$ cat config.mk
export PLATFORM = sky130hd
export DESIGN_NAME = neural_activation_unit
export DESIGN_NICKNAME = d
export VERILOG_FILES = /design/src/rtl/nau_pkg.sv /design/src/rtl/nau_sig_interp.sv /design/src/rtl/neural_activation_unit.sv
export SDC_FILE = /design/constraint.sdc
export NUM_CORES = 2
export LEC_CHECK = 0
export BUFFER_PORTS_ARGS = -buffer_cell sky130_fd_sc_hd__clkbuf_2
export CORE_UTILIZATION = 55
export DETAILED_ROUTE_END_ITERATION = 10
export GPL_TIMING_DRIVEN = 1
export PLACE_DENSITY = 0.75
export SLEW_MARGIN = 10
export SYNTH_ARGS = -nofsm -noshare
export SYNTH_HDL_FRONTEND = slang
export SYNTH_SLANG_ARGS = --single-unit
$ cat constraint.sdc
create_clock -name clk -period 6.89 [get_ports clk]
set_input_delay 1.378 -clock clk [delete_from_list [all_inputs] [get_ports clk]]
set_output_delay 1.378 -clock clk [all_outputs]
set_load 0.02 [all_outputs]
$ cat src/rtl/nau_pkg.sv
// ----------------------------------------------------------------------------
// nau_pkg
// shared types and constants of the neural activation unit
// ----------------------------------------------------------------------------
package nau_pkg;

	// default parameter values
	localparam int TABLE_SEGMENTS_DEF = 64;
	localparam int DATA_WIDTH_DEF     = 16;

	// fixed widths of the Q4.12 datapath
	localparam int SLOPE_W   = 13;
	localparam int SIG_W     = 13;
	localparam int TBL_ARG_W = 16;
	localparam int CFG_IDX_W = 2;
	localparam int CFG_DAT_W = 16;

	localparam logic [SLOPE_W-1:0]   ONE_Q12    = 13'd4096;
	localparam logic [CFG_DAT_W-1:0] LEAK_RESET = 16'd66;

	// activation function selection
	typedef enum logic [2:0] {
		MODE_LINEAR  = 3'd0,
		MODE_RELU    = 3'd1,
		MODE_LEAKY   = 3'd2,
		MODE_SIGMOID = 3'd3,
		MODE_TANH    = 3'd4
	} act_mode_t;

	// configuration register indexes
	localparam logic [CFG_IDX_W-1:0] CFG_MODE = 2'd0;
	localparam logic [CFG_IDX_W-1:0] CFG_LEAK = 2'd1;

	// per-stage load enables handed to the table interpolator
	typedef struct packed {
		logic s2;
		logic s3;
		logic s4;
	} stage_en_t;

endpackage

$ cat src/rtl/nau_sig_interp.sv
// ----------------------------------------------------------------------------
// nau_sig_interp
// three-stage sigmoid table lookup with linear interpolation
// ----------------------------------------------------------------------------
module nau_sig_interp #(
	parameter int TABLE_SEGMENTS = nau_pkg::TABLE_SEGMENTS_DEF
) (
	input  logic                             clk,
	input  nau_pkg::stage_en_t               en,
	input  logic [nau_pkg::TBL_ARG_W-1:0]    arg_s1,
	output logic [nau_pkg::SIG_W-1:0]        sig_s4
);

	localparam int IW = $clog2(TABLE_SEGMENTS + 1);
	localparam int PW = nau_pkg::TBL_ARG_W + IW;
	localparam int FW = nau_pkg::TBL_ARG_W;
	localparam int SW = nau_pkg::SIG_W;
	localparam longint unsigned Q30_ONE = 64'd1 << 30;

	// quotient by restoring long division, divisor well below 2^63
	function automatic longint unsigned udiv_q(input longint unsigned n,
			input longint unsigned dv);
		longint unsigned q;
		longint unsigned r;
		int              b;
		q = 64'd0;
		r = 64'd0;
		for (b = 63; b >= 0; b--) begin
			r = {r[62:0], n[b]};
			if (r >= dv) begin
				r    = r - dv;
				q[b] = 1'b1;
			end
		end
		return q;
	endfunction

	// e^-f for f in Q30, 0 <= f <= 1.0, alternating series
	function automatic longint unsigned exp_series_q30(input longint unsigned f);
		longint unsigned term;
		longint unsigned sum;
		longint unsigned i;
		term = Q30_ONE;
		sum  = Q30_ONE;
		for (i = 1; i <= 24; i++) begin
			term = udiv_q((term * f) >> 30, i);
			if (i[0]) begin
				sum = (term > sum) ? 64'd0 : sum - term;
			end else begin
				sum = sum + term;
			end
		end
		return sum;
	endfunction

	// e^-t for t in Q30, 0 <= t <= 8.0
	function automatic longint unsigned exp_neg_q30(input longint unsigned t);
		longint unsigned whole;
		longint unsigned r;
		longint unsigned e1;
		longint unsigned i;
		whole = t >> 30;
		r     = exp_series_q30(t & (Q30_ONE - 64'd1));
		e1    = exp_series_q30(Q30_ONE);
		for (i = 0; i < whole && i < 16; i++) begin
			r = (r * e1) >> 30;
		end
		return r;
	endfunction

	// sigmoid at segment endpoint k, rounded to Q12
	function automatic logic [SW-1:0] rom_entry(input int k);
		longint          a;
		longint unsigned mag;
		longint unsigned t;
		longint unsigned d;
		longint unsigned s;
		a   = 16 * longint'(k) - 8 * longint'(TABLE_SEGMENTS);
		mag = (a < 0) ? unsigned'(-a) : unsigned'(a);
		t   = udiv_q(mag << 30, 64'(TABLE_SEGMENTS));
		d   = Q30_ONE + exp_neg_q30(t);
		s   = udiv_q((64'd1 << 42) + (d >> 1), d);
		if (s > 64'd4096) begin
			s = 64'd4096;
		end
		if (a < 0) begin
			s = 64'd4096 - s;
		end
		return s[SW-1:0];
	endfunction

	logic [SW-1:0] rom [TABLE_SEGMENTS+1];

	for (genvar k = 0; k <= TABLE_SEGMENTS; k++) begin : g_rom
		localparam logic [SW-1:0] ENTRY = rom_entry(k);
		assign rom[k] = ENTRY;
	end

	// stage 2: segment and fraction
	logic [PW-1:0] pos;
	logic [IW-1:0] seg_s2;
	logic [FW-1:0] frac_s2;

	assign pos = PW'(arg_s1) * PW'(TABLE_SEGMENTS);

	always_ff @(posedge clk) begin
		if (en.s2) begin
			seg_s2  <= pos[PW-1:FW];
			frac_s2 <= pos[FW-1:0];
		end
	end

	// stage 3: endpoint lookup
	logic [IW-1:0] seg_next;
	logic [SW-1:0] y0;
	logic [SW-1:0] y1;
	logic [SW-1:0] y0_s3;
	logic [SW-1:0] dy_s3;
	logic [FW-1:0] frac_s3;

	assign seg_next = seg_s2 + IW'(1);
	assign y0       = rom[seg_s2];
	assign y1       = rom[seg_next];

	always_ff @(posedge clk) begin
		if (en.s3) begin
			y0_s3   <= y0;
			dy_s3   <= (y1 < y0) ? '0 : y1 - y0;
			frac_s3 <= frac_s2;
		end
	end

	// stage 4: interpolation
	logic [SW+FW-1:0] step;

	assign step = (SW + FW)'(dy_s3) * (SW + FW)'(frac_s3);

	always_ff @(posedge clk) begin
		if (en.s4) begin
			sig_s4 <= y0_s3 + step[SW+FW-1:FW];
		end
	end

endmodule

$ cat src/rtl/neural_activation_unit.sv
// ----------------------------------------------------------------------------
// neural_activation_unit
// linear, relu, leaky relu, sigmoid and tanh with derivative, Q4.12
// ----------------------------------------------------------------------------
// an accepted input word passes through register stages s1 to s5 to its output word
// throughput: one word per cycle, stalls only when the output is not taken
// five register stages, each holding at most one word; bubbles are squeezed out
// reset: asynchronous, clears all valid bits, mode to linear, leak slope to 66
// the sigmoid table is constant logic and needs no fill after reset
// ----------------------------------------------------------------------------
module neural_activation_unit #(
	parameter int TABLE_SEGMENTS = nau_pkg::TABLE_SEGMENTS_DEF,
	parameter int DATA_WIDTH     = nau_pkg::DATA_WIDTH_DEF
) (
	input  logic                              clk,
	input  logic                              arst_n,
	// configuration write channel
	input  logic                              cfg_valid,
	output logic                              cfg_ready,
	input  logic [nau_pkg::CFG_IDX_W-1:0]     cfg_index,
	input  logic [nau_pkg::CFG_DAT_W-1:0]     cfg_data,
	// input word
	input  logic                              in_valid,
	output logic                              in_ready,
	input  logic signed [DATA_WIDTH-1:0]      pre_activation,
	// output word
	output logic                              out_valid,
	input  logic                              out_ready,
	output logic signed [DATA_WIDTH-1:0]      activation,
	output logic [nau_pkg::SLOPE_W-1:0]       slope
);

	localparam int DW = DATA_WIDTH;
	localparam int SW = nau_pkg::SIG_W;
	localparam int LW = nau_pkg::CFG_DAT_W;
	// argument width: room for the doubled input and the table bounds
	localparam int XW = (DW + 2 > 18) ? DW + 2 : 18;
	localparam int PW = DW + LW + 1;
	localparam logic signed [XW-1:0] ARG_MIN = XW'(-32768);
	localparam logic signed [XW-1:0] ARG_MAX = XW'(32767);

	// ------------------------------------------------------------------
	// configuration registers, always ready
	// ------------------------------------------------------------------
	logic [2:0]    mode_q;
	logic [LW-1:0] leak_q;

	assign cfg_ready = 1'b1;

	always_ff @(posedge clk or negedge arst_n) begin
		if (!arst_n) begin
			mode_q <= nau_pkg::MODE_LINEAR;
			leak_q <= nau_pkg::LEAK_RESET;
		end else if (cfg_valid && cfg_ready) begin
			if (cfg_index == nau_pkg::CFG_MODE) begin
				mode_q <= cfg_data[2:0];
			end else if (cfg_index == nau_pkg::CFG_LEAK) begin
				leak_q <= cfg_data;
			end
		end
	end

	// ------------------------------------------------------------------
	// stall chain: a stage loads when it is empty or its successor loads
	// ------------------------------------------------------------------
	logic valid_s1, valid_s2, valid_s3, valid_s4, valid_s5;
	logic en_s1, en_s2, en_s3, en_s4, en_s5;
	nau_pkg::stage_en_t tbl_en;

	assign en_s5    = !valid_s5 || out_ready;
	assign en_s4    = !valid_s4 || en_s5;
	assign en_s3    = !valid_s3 || en_s4;
	assign en_s2    = !valid_s2 || en_s3;
	assign en_s1    = !valid_s1 || en_s2;
	assign in_ready = en_s1;
	assign tbl_en   = '{s2: en_s2, s3: en_s3, s4: en_s4};

	always_ff @(posedge clk or negedge arst_n) begin
		if (!arst_n) begin
			valid_s1 <= 1'b0;
			valid_s2 <= 1'b0;
			valid_s3 <= 1'b0;
			valid_s4 <= 1'b0;
			valid_s5 <= 1'b0;
		end else begin
			if (en_s1) valid_s1 <= in_valid;
			if (en_s2) valid_s2 <= valid_s1;
			if (en_s3) valid_s3 <= valid_s2;
			if (en_s4) valid_s4 <= valid_s3;
			if (en_s5) valid_s5 <= valid_s4;
		end
	end

	// ------------------------------------------------------------------
	// stage 1: table argument and leaky product
	// ------------------------------------------------------------------
	logic signed [XW-1:0] x_ext;
	logic signed [XW-1:0] arg;
	logic signed [XW-1:0] arg_clamp;
	logic signed [PW-1:0] leak_prod;

	assign x_ext = XW'(pre_activation);
	// tanh looks up sigmoid at twice the input
	assign arg   = (mode_q == nau_pkg::MODE_TANH) ? (x_ext <<< 1) : x_ext;

	always_comb begin
		if (arg < ARG_MIN) begin
			arg_clamp = ARG_MIN;
		end else if (arg > ARG_MAX) begin
			arg_clamp = ARG_MAX;
		end else begin
			arg_clamp = arg;
		end
	end

	assign leak_prod = pre_activation * $signed({1'b0, leak_q});

	logic signed [DW-1:0]             x_s1;
	logic signed [PW-1:0]             leak_prod_s1;
	logic [LW-5:0]                    leak_slope_s1;
	logic [2:0]                       mode_s1;
	logic [nau_pkg::TBL_ARG_W-1:0]    tbl_arg_s1;

	always_ff @(posedge clk) begin
		if (en_s1) begin
			x_s1          <= pre_activation;
			leak_prod_s1  <= leak_prod;
			leak_slope_s1 <= leak_q[LW-1:4];
			mode_s1       <= mode_q;
			// offset binary: table argument 0 is the low end of the range
			tbl_arg_s1    <= arg_clamp[15:0] ^ 16'h8000;
		end
	end

	// ------------------------------------------------------------------
	// stages 2-4: sigmoid table interpolation
	// ------------------------------------------------------------------
	logic [SW-1:0] sig_s4;

	nau_sig_interp #(
		.TABLE_SEGMENTS(TABLE_SEGMENTS)
	) u_sig_interp (
		.clk   (clk),
		.en    (tbl_en),
		.arg_s1(tbl_arg_s1),
		.sig_s4(sig_s4)
	);

	// ------------------------------------------------------------------
	// stage 2: piecewise-linear modes, carried alongside the table
	// ------------------------------------------------------------------
	logic                          x_pos;
	logic signed [DW-1:0]          act_lin;
	logic [nau_pkg::SLOPE_W-1:0]   slope_lin;

	assign x_pos = !x_s1[DW-1] && (|x_s1);

	always_comb begin
		unique case (mode_s1)
			nau_pkg::MODE_LINEAR: begin
				act_lin   = x_s1;
				slope_lin = nau_pkg::ONE_Q12;
			end
			nau_pkg::MODE_RELU: begin
				act_lin   = x_pos ? x_s1 : '0;
				slope_lin = x_pos ? nau_pkg::ONE_Q12 : '0;
			end
			nau_pkg::MODE_LEAKY: begin
				// arithmetic shift of the signed product floors toward minus infinity
				act_lin   = x_pos ? x_s1 : leak_prod_s1[DW+15:16];
				slope_lin = x_pos ? nau_pkg::ONE_Q12 : {1'b0, leak_slope_s1};
			end
			nau_pkg::MODE_SIGMOID, nau_pkg::MODE_TANH: begin
				// filled in at the last stage
				act_lin   = '0;
				slope_lin = '0;
			end
			default: begin
				act_lin   = '0;
				slope_lin = '0;
			end
		endcase
	end

	logic signed [DW-1:0]          act_s2, act_s3, act_s4;
	logic [nau_pkg::SLOPE_W-1:0]   slope_s2, slope_s3, slope_s4;
	logic [2:0]                    mode_s2, mode_s3, mode_s4;

	always_ff @(posedge clk) begin
		if (en_s2) begin
			act_s2   <= act_lin;
			slope_s2 <= slope_lin;
			mode_s2  <= mode_s1;
		end
		if (en_s3) begin
			act_s3   <= act_s2;
			slope_s3 <= slope_s2;
			mode_s3  <= mode_s2;
		end
		if (en_s4) begin
			act_s4   <= act_s3;
			slope_s4 <= slope_s3;
			mode_s4  <= mode_s3;
		end
	end

	// ------------------------------------------------------------------
	// stage 5: output register, derivative for sigmoid and tanh
	// ------------------------------------------------------------------
	logic                          is_tanh;
	logic signed [SW:0]            tanh_val;
	logic [SW-1:0]                 tanh_mag;
	logic [SW-1:0]                 mul_a;
	logic [SW-1:0]                 mul_b;
	logic [2*SW-1:0]               mul_p;
	logic signed [DW-1:0]          act_nxt;
	logic [nau_pkg::SLOPE_W-1:0]   slope_nxt;

	assign is_tanh  = (mode_s4 == nau_pkg::MODE_TANH);
	// tanh = 2 * sigmoid(2x) - 1
	assign tanh_val = $signed({sig_s4, 1'b0}) - $signed((SW + 1)'(4096));
	assign tanh_mag = tanh_val[SW] ? SW'(-tanh_val) : tanh_val[SW-1:0];

	// one multiplier: s * (1 - s) for sigmoid, t * t for tanh
	assign mul_a = is_tanh ? tanh_mag : sig_s4;
	assign mul_b = is_tanh ? tanh_mag : nau_pkg::ONE_Q12 - sig_s4;
	assign mul_p = (2 * SW)'(mul_a) * (2 * SW)'(mul_b);

	always_comb begin
		priority if (mode_s4 == nau_pkg::MODE_SIGMOID) begin
			act_nxt   = DW'($signed({1'b0, sig_s4}));
			slope_nxt = mul_p[SW+11:12];
		end else if (is_tanh) begin
			act_nxt   = DW'(tanh_val);
			slope_nxt = nau_pkg::ONE_Q12 - mul_p[SW+11:12];
		end else begin
			act_nxt   = act_s4;
			slope_nxt = slope_s4;
		end
	end

	logic signed [DW-1:0]          act_s5;
	logic [nau_pkg::SLOPE_W-1:0]   slope_s5;

	always_ff @(posedge clk) begin
		if (en_s5) begin
			act_s5   <= act_nxt;
			slope_s5 <= slope_nxt;
		end
	end

	assign out_valid  = valid_s5;
	assign activation = act_s5;
	assign slope      = slope_s5;

	// ------------------------------------------------------------------
	// assertions
	// ------------------------------------------------------------------
	// an empty output register never holds back the input
	a_no_false_stall: assert property (@(posedge clk) disable iff (!arst_n)
		!valid_s5 |-> in_ready)
		else $error("input stalled with empty output register");

	// a full pipeline with a stalled output takes no new word
	a_full_stall: assert property (@(posedge clk) disable iff (!arst_n)
		(valid_s1 && valid_s2 && valid_s3 && valid_s4 && valid_s5 && !out_ready)
		|-> !in_ready)
		else $error("word accepted into a full pipeline");

	// derivative never exceeds one
	a_slope_range: assert property (@(posedge clk) disable iff (!arst_n)
		out_valid |-> (slope <= nau_pkg::ONE_Q12))
		else $error("slope above 1.0");

	// a word taken from the output leaves its stage unless a new one arrives
	a_drain: assert property (@(posedge clk) disable iff (!arst_n)
		(out_valid && out_ready && !valid_s4) |=> !out_valid)
		else $error("output word repeated");

endmodule
; ---- After elaboration in Yosys (flattened, before gate mapping)
; Memory sizes are Yosys's and may differ from the RTL's.
; Cells that the tools add are included.
[op_classes]
shifts = 0
n_mux = 20
div = 0
n_reduce_logical = 17
multipliers = 3
n_eq_ne = 6
order_cmp = 5
n_bitwise = 4
addsub = 7
[ops]
columns = cell, count
row1 = 2-to-1 mux 13 bit, 12
row2 = 2-to-1 mux 16 bit, 6
row3 = case mux 16 bit (3 select lines), 1
row4 = case mux 13 bit (3 select lines), 1
row5 = multiplier 16 x 17 -> 32 bit, 1
row6 = subtractor 13 bit (first input constant), 2
row7 = multiplier 13 x 13 -> 25 bit, 1
row8 = multiplier 13 x 10 -> 23 bit, 1
row9 = > comparator 17 x 16 -> 1 bit (second input constant), 1
row10 = < comparator 17 x 16 -> 1 bit (second input constant), 1
row11 = greater-or-equal comparator 8 bit (second input constant), 2
row12 = OR reduction 16 bit, 1
row13 = subtractor 14 bit (second input constant), 1
row14 = adder 13 bit, 1
row15 = < comparator 13 bit, 1
row16 = negation 13 bit, 1
row17 = subtractor 13 bit, 1
row18 = inverter 6 -> 8 bit, 1
row19 = inverter 7 -> 8 bit, 1
row20 = adder 6 x 1 -> 7 bit (second input constant), 1
row21 = equality test 3 x 2 -> 1 bit (second input constant), 2
row22 = equality test 3 bit (second input constant), 2
row23 = logical NOT 1 bit, 6
row24 = logical OR 1 bit, 5
row25 = 8 further kinds, 9
[totals]
mem_bits_ro = 3328
regBits = 293
output_inout_bits = 32
latch_bits = 0
inputBits = 39
wordCells = 95
mem_bits_rw = 0
mem_count = 2
[mem_list]
columns = memory, words, word_bits, rd, rd_ports_with_merged_regs, write_ports, line_no
row1 = (no name shown), 128, 13, 1, 0, 0, nau_sig_interp.sv:122  ; assign y0 = rom[seg_s2];
row2 = (no name shown), 128, 13, 1, 0, 0, nau_sig_interp.sv:123  ; assign y1 = rom[seg_next];

; ---- Longest topological paths before layout
[logic_depth]
ltp_word = 8
mapped_depth = 32
ltp_nobuf = 31

; ---- By module
; A second synthesis with hierarchy kept.
[hier_totals]
hier_cells = 3209
hier_area_um2 = 31276.2
[by_module_without_submodules]
columns = mod, cells_each, n_inst, area_each_um2, seq_area_each_um2
row1 = neural_activation_unit, 2197, 1, 22277.6, 6248.5
row2 = nau_sig_interp, 1012, 1, 8998.6, 1921.8

; ---- Least setup slack after synthesis
; OpenSTA, ideal clock, no wires.
[synth_path]
kind = flip-flop to flip-flop
from = register u_sig_interp.sig_s4[0] (netlist name)
to = register slope_s5 (netlist bit slope[12]) (data pin)
t_arrival_ns = 7.194
period_less_slack_ns = 7.481
required_ns = 6.603
setup_time_ns = 0.287
n_path_buf = 2
path_stages_with_launch = 31
path_slack_ns = -0.591
path_cell_list = edfxtp_1 -> buf_2 -> inv_1 -> ha_1 -> nor3b_1 -> nand2_1 -> nor3_1 -> nand2b_1 -> nand2_1 -> o21bai_1 -> nand2_1 -> fa_1 -> inv_1 -> fa_1 -> fa_1 -> fa_1 -> inv_1 -> fa_1 -> inv_1 -> ha_1 -> buf_2 -> a21o_1 -> a211oi_1 -> a221o_1 -> a22oi_1 -> a2111oi_0 -> a311o_1 -> nand4_1 -> nor3b_2 -> xor2_1 -> a221oi_1
[synth_via]
elab_chain_cells = 8
word_cells_on_any_way = 10
cone_classes = 4 x add/sub / 1 x mul / 5 x mux
[synth_lines]
columns = element, line_no
row1 = start: declaration, nau_sig_interp.sv:11  ; output logic [nau_pkg::SIG_W-1:0] sig_s4
row2 = start signal: assignment, nau_sig_interp.sv:140  ; sig_s4 <= y0_s3 + step[SW+FW-1:FW];
row3 = subtractor 14 bit, neural_activation_unit.sv:221  ; assign tanh_val = $signed({sig_s4, 1'b0}) - $signed((SW + 1)'(4096));
row4 = negation 13 bit, neural_activation_unit.sv:222  ; assign tanh_mag = tanh_val[SW] ? SW'(-tanh_val) : tanh_val[SW-1:0];
row5 = 2-to-1 mux 13 bit, neural_activation_unit.sv:222
row6 = "2-to-1 mux 13 bit, on equally long branches", "neural_activation_unit.sv:225, neural_activation_unit.sv:226"
row7 = multiplier 13 x 13 -> 25 bit (*), neural_activation_unit.sv:227  ; assign mul_p = (2 * SW)'(mul_a) * (2 * SW)'(mul_b);
row8 = subtractor 13 bit, neural_activation_unit.sv:235  ; slope_nxt = nau_pkg::ONE_Q12 - mul_p[SW+11:12];
row9 = 2-to-1 mux 13 bit, neural_activation_unit.sv:233  ; end else if (is_tanh) begin
row10 = 2-to-1 mux 13 bit (*), neural_activation_unit.sv:230  ; priority if (mode_s4 == nau_pkg::MODE_SIGMOID) begin
row11 = via slope_nxt (one bit), neural_activation_unit.sv:217  ; logic [nau_pkg::SLOPE_W-1:0] slope_nxt;
row12 = end signal: assignment, neural_activation_unit.sv:248  ; slope_s5 <= slope_nxt;
row13 = end: declaration, neural_activation_unit.sv:243  ; logic [nau_pkg::SLOPE_W-1:0] slope_s5;
; Mark *: on every way through the listed nets, which the timed path passes. The rest lies on a longest branch.
; A chain may end at the register's enable or synchronous reset.

; ---- Worst setup path in the final report
[layout_path]
from = register u_sig_interp.sig_s4[3] (netlist name)
to = register slope_s5 (netlist bit slope[9]) (data pin)
; Same word-level chain as after synthesis.

==> summary.txt <==
Critical path
  • Arr. time, crit path: 7.49 ns
  • Crit-path max FO: 6
  • Worst endpoint required time: 7.20 ns
  • Worst reg-to-reg path cell count: 34
  • Worst flop-to-flop path startpoint: u_sig_interp.sig_s4[3]$_DFFE_PP_
  • Reg2reg end: slope[9]$_DFFE_PP_
  • CP Launch Type: flop
  • CP peak stage delay: 0.53 ns
  • WS Path Type: reg2reg
  • R2R Setup Slk: -0.29 ns
  • Slowest cell on the critical path: fa_1
  • Crit. End Element: flop
  • Most frequent cell on the critical path: buf_4

Placed design
  • Post-DP HPWL: 65,200 um
  • DP Area: 0.0340 sq mm
  • RD Place Congestion: 0.989
  • I/O Buffers: 69
  • Place WS: -0.590 ns
  • Placed insts: 4,153

Die
  • Die H: 239 um
  • Die area: 0.0570 sq mm
  • I/O pin cnt: 71
  • Die width: 239 um
  • CORE AREA: 0.0553 sq mm
  • Initial Util: 55.8%
  • Row cnt: 86

Logic synthesis
  • Share of the synthesized area in the top cell type: 25.9%
  • Cells after Synth: 3,195
  • Synth Area in Compound Gates: 9.44%
  • Synth area leader: fa_1
  • Largest family of logic cells by synthesized area: adder cells
  • Register bit total from synthesis: 276
  • Ys flop type: edfxtp_1
  • Async S/R FF share, synth: 8.70%
  • Count of flip-flops with a built-in enable after synthesis: 252
  • Library cells used by synthesis: 90
  • Yosys warning count: 0
  • Top cells by area, synth: fa_1 (26%), edfxtp_1 (25%), ha_1 (11%), inv_1 (6.5%), nand2_1 (5.1%)
  • Syn avg cell area: 9.66 sq um
  • Portion of netlist area occupied by mux cells: 1.32%
  • Synth Net Count: 3,902
  • Simple-gate share of the synthesized area: 14.7%
  • Area share of xor/xnor cells in the synthesized design: 2.66%
  • Seq/Total Area, Yosys: 26.5%
  • Synth Cell Area: 0.0309 sq mm
  • Synth Area in Adders: 36.8%

STA
  • Final TNS setup: -1.39 ns
  • Finish-stage setup viols: 7
  • Slew HR: 17.9%
  • Setup ws final: -0.290 ns
  • Unrepaired setup endpoints after global routing: true
  • Final min period: 7.18 ns
  • Crit share post-route: 104%
  • Final hold viol count: 0
  • Skew final: 0.0283 ns
  • Max-slew violation count: 0
  • FMAX: 139 MHz
  • Worst-margin pin slew: 1.23 ns

Finish
  • Layout cells sized above 1: 20.5%
  • Nets: 4,208
  • Finished Cell Area: 0.0366 sq mm
  • Diode count: 0
  • Layout area overhead: 18.5%
  • Fill cells: 4,319
  • Post-route insts no fill: 4,271

GRT
  • Total track usage: 30.0%
  • Largest net degree at the start of global routing: 69
  • Vias in the first global route: 25.6k
  • Initial antenna violation count: 1
  • Global-route wire length before repair: 134,000 um
  • Grt ovf: 0

Route
  • Drt drc: 0
  • Drt first pass iters: 8
  • Via count: 24.4k
  • Initial DRC Count: 2,106
  • DR vias/cell: 5.71
  • Detail Route Antenna Nets: 0
  • Routed WL: 84,300 um
  • WL/cell: 19.7 um

Clocking
  • CTS sink cnt: 276
  • Clk_lat worst skew: 0.58 ns
  • CTS tree: done
  • Root buf cell: clkbuf_16
  • Total CTS buffers: 30
  • Clk buf depth: 3
  • Clk slew on worst S/H paths: 0.06 ns
  • H-tree levels: 1

Run
  • Max cap viols: 0

Worst hold path
  • Hold Path Depth: 0
  • Worst min path class: reg2reg
  • Hold wc startpoint: mode_s2[2]$_DFFE_PP_
  • Worst min-delay path endpoint: mode_s3[2]$_DFFE_PP_

Run status
  • Failing checks: setup timing
  • Status: complete, but fails checks
==> layout by cell type (no fill, tap or decap), drive strengths merged, types with 9 or more instances in the layout <==
master and count:
nor2 213, inv 537, and2 173, buf 365, mux2 25, dfrtp 22
o21a 17, clkinv 12, nand2b 25, and3 9, nand3 34, nand2 417
or2 10, xor2 22, a211oi 13, a31oi 19, o21ai 105, nor2b 22
ha 269, or3 9, a21oi 103, nand4 12, o22ai 25, o21bai 10
o211ai 14, clkbuf 104, edfxtp 252, a22oi 23, xnor2 71, nor3 32
fa 399, a21o 37
==> per-stage QoR <==
stage          hold slack [ns]  util (%)
2_1_floorplan            0.400         -
3_3_place_gp             0.403      61.5
3_5_place_dp             0.405      61.5
4_1_cts                  0.397      64.8
5_1_grt                  0.423      66.1
6_report                 0.408      66.1
==> state kept, by name (all words and copies together) (netlist names), 10 cells and up <==
signal,cells
tbl_arg_s1,16
u_sig_interp.y0_s3,12
u_sig_interp.sig_s4,13
slope_s2,13
u_sig_interp.frac_s2,10
slope_s4,13
leak_prod_s1,16
act_s4,16
act_s2,16
u_sig_interp.frac_s3,10
leak_slope_s1,12
leak_q,16
slope,13
activation,16
slope_s3,13
x_s1,16
act_s3,16
u_sig_interp.dy_s3,13
==> layer usage <==
metal | track usage (%) | routed length (um) | share of wire (%)
met4 | 10.2 | 3200 | 3.8
met2 | 51.4 | 41400 | 49
met1 | 39.1 | 33300 | 39
met5 | 0 | 0 | 0
met3 | 4.16 | 6380 | 7.6
==> cell families after synthesis <==
logic type / Yosys count
simple gates: 978
buf+inv: 698
fa+ha+maj: 669
compound gates: 445
flops: 276
xor+xnor: 93
mux: 35
other cells: 1
==> final cells by class <==
type	instances	area (sq um)	area share, %
Tap cell	748	936	2.56
Timing Repair Buffer	434	3220	8.81
Clock buffer	35	769	2.10
Inverter	538	2020	5.52
Sequential cell	276	8170	22.3
Clock inverter	19	270	0.739
Multi-Input combinational cell	2221	21200	57.9
==> worst max-delay path by stage <==
stage                                           startpoint                  end  slack (ns)  depth (start not counted)
after detailed placement  u_sig_interp.sig_s4[0]$_DFFE_PP_   slope[8]$_DFFE_PP_       -0.59                         30
final                     u_sig_interp.sig_s4[3]$_DFFE_PP_   slope[9]$_DFFE_PP_       -0.29                         34
after global placement    u_sig_interp.sig_s4[1]$_DFFE_PP_   slope[8]$_DFFE_PP_       -0.36                         30
after CTS                 u_sig_interp.sig_s4[6]$_DFFE_PP_  slope[12]$_DFFE_PP_       -0.08                         27
after global routing      u_sig_interp.sig_s4[3]$_DFFE_PP_   slope[9]$_DFFE_PP_       -0.63                         34
after floorplan                       mode_s4[0]$_DFFE_PP_  slope[12]$_DFFE_PP_       -0.06                         27
==> timing repair <==
item                                    CTS  global route
pin swaps                                93            68
setup buffers                            35            31
hold buffers                              0             0
endpoints found under the setup margin   13            18
resized for setup                       120           103
hold endpoints to repair                  0             0
==> cell usage after synthesis, drive strengths merged (6+ instances only) <==
cell type  count
nor3          32
nor2b         22
xnor2         71
clkbuf       142
a31oi         19
and3           9
nor4           7
o21ai        105
buf           18
xor2          22
o221ai         8
o21a          17
nor2         213
and2         173
or2           10
a22oi         23
ha           269
o22ai         25
or3            9
nand2        417
nand3         34
a21o          37
edfxtp       252
a21oi        103
mux2i          8
nand2b        25
fa           399
o211ai        14
a221oi         6
inv          534
a211oi        13
nand4         12
o21bai        10
dfrtp         22
o31ai          7
mux2          25
==> worst max-delay path: cells and delay by family, from the launching register on <==
| family | cells | cell delay [ns] |
|---|---|---|
| AO/OA/AOI/OAI | 6 | 0.96 |
| buffers and inverters | 13 | 1.53 |
| XOR/XNOR | 2 | 0.32 |
| adder cells (fa/ha/maj) | 6 | 2.51 |
| flip-flops | 1 | 0.41 |
| AND/OR/NAND/NOR | 7 | 1.15 |
Power is not shown: default switching activity piles up to over one toggle a cycle in this logic, so the estimate is an artifact.
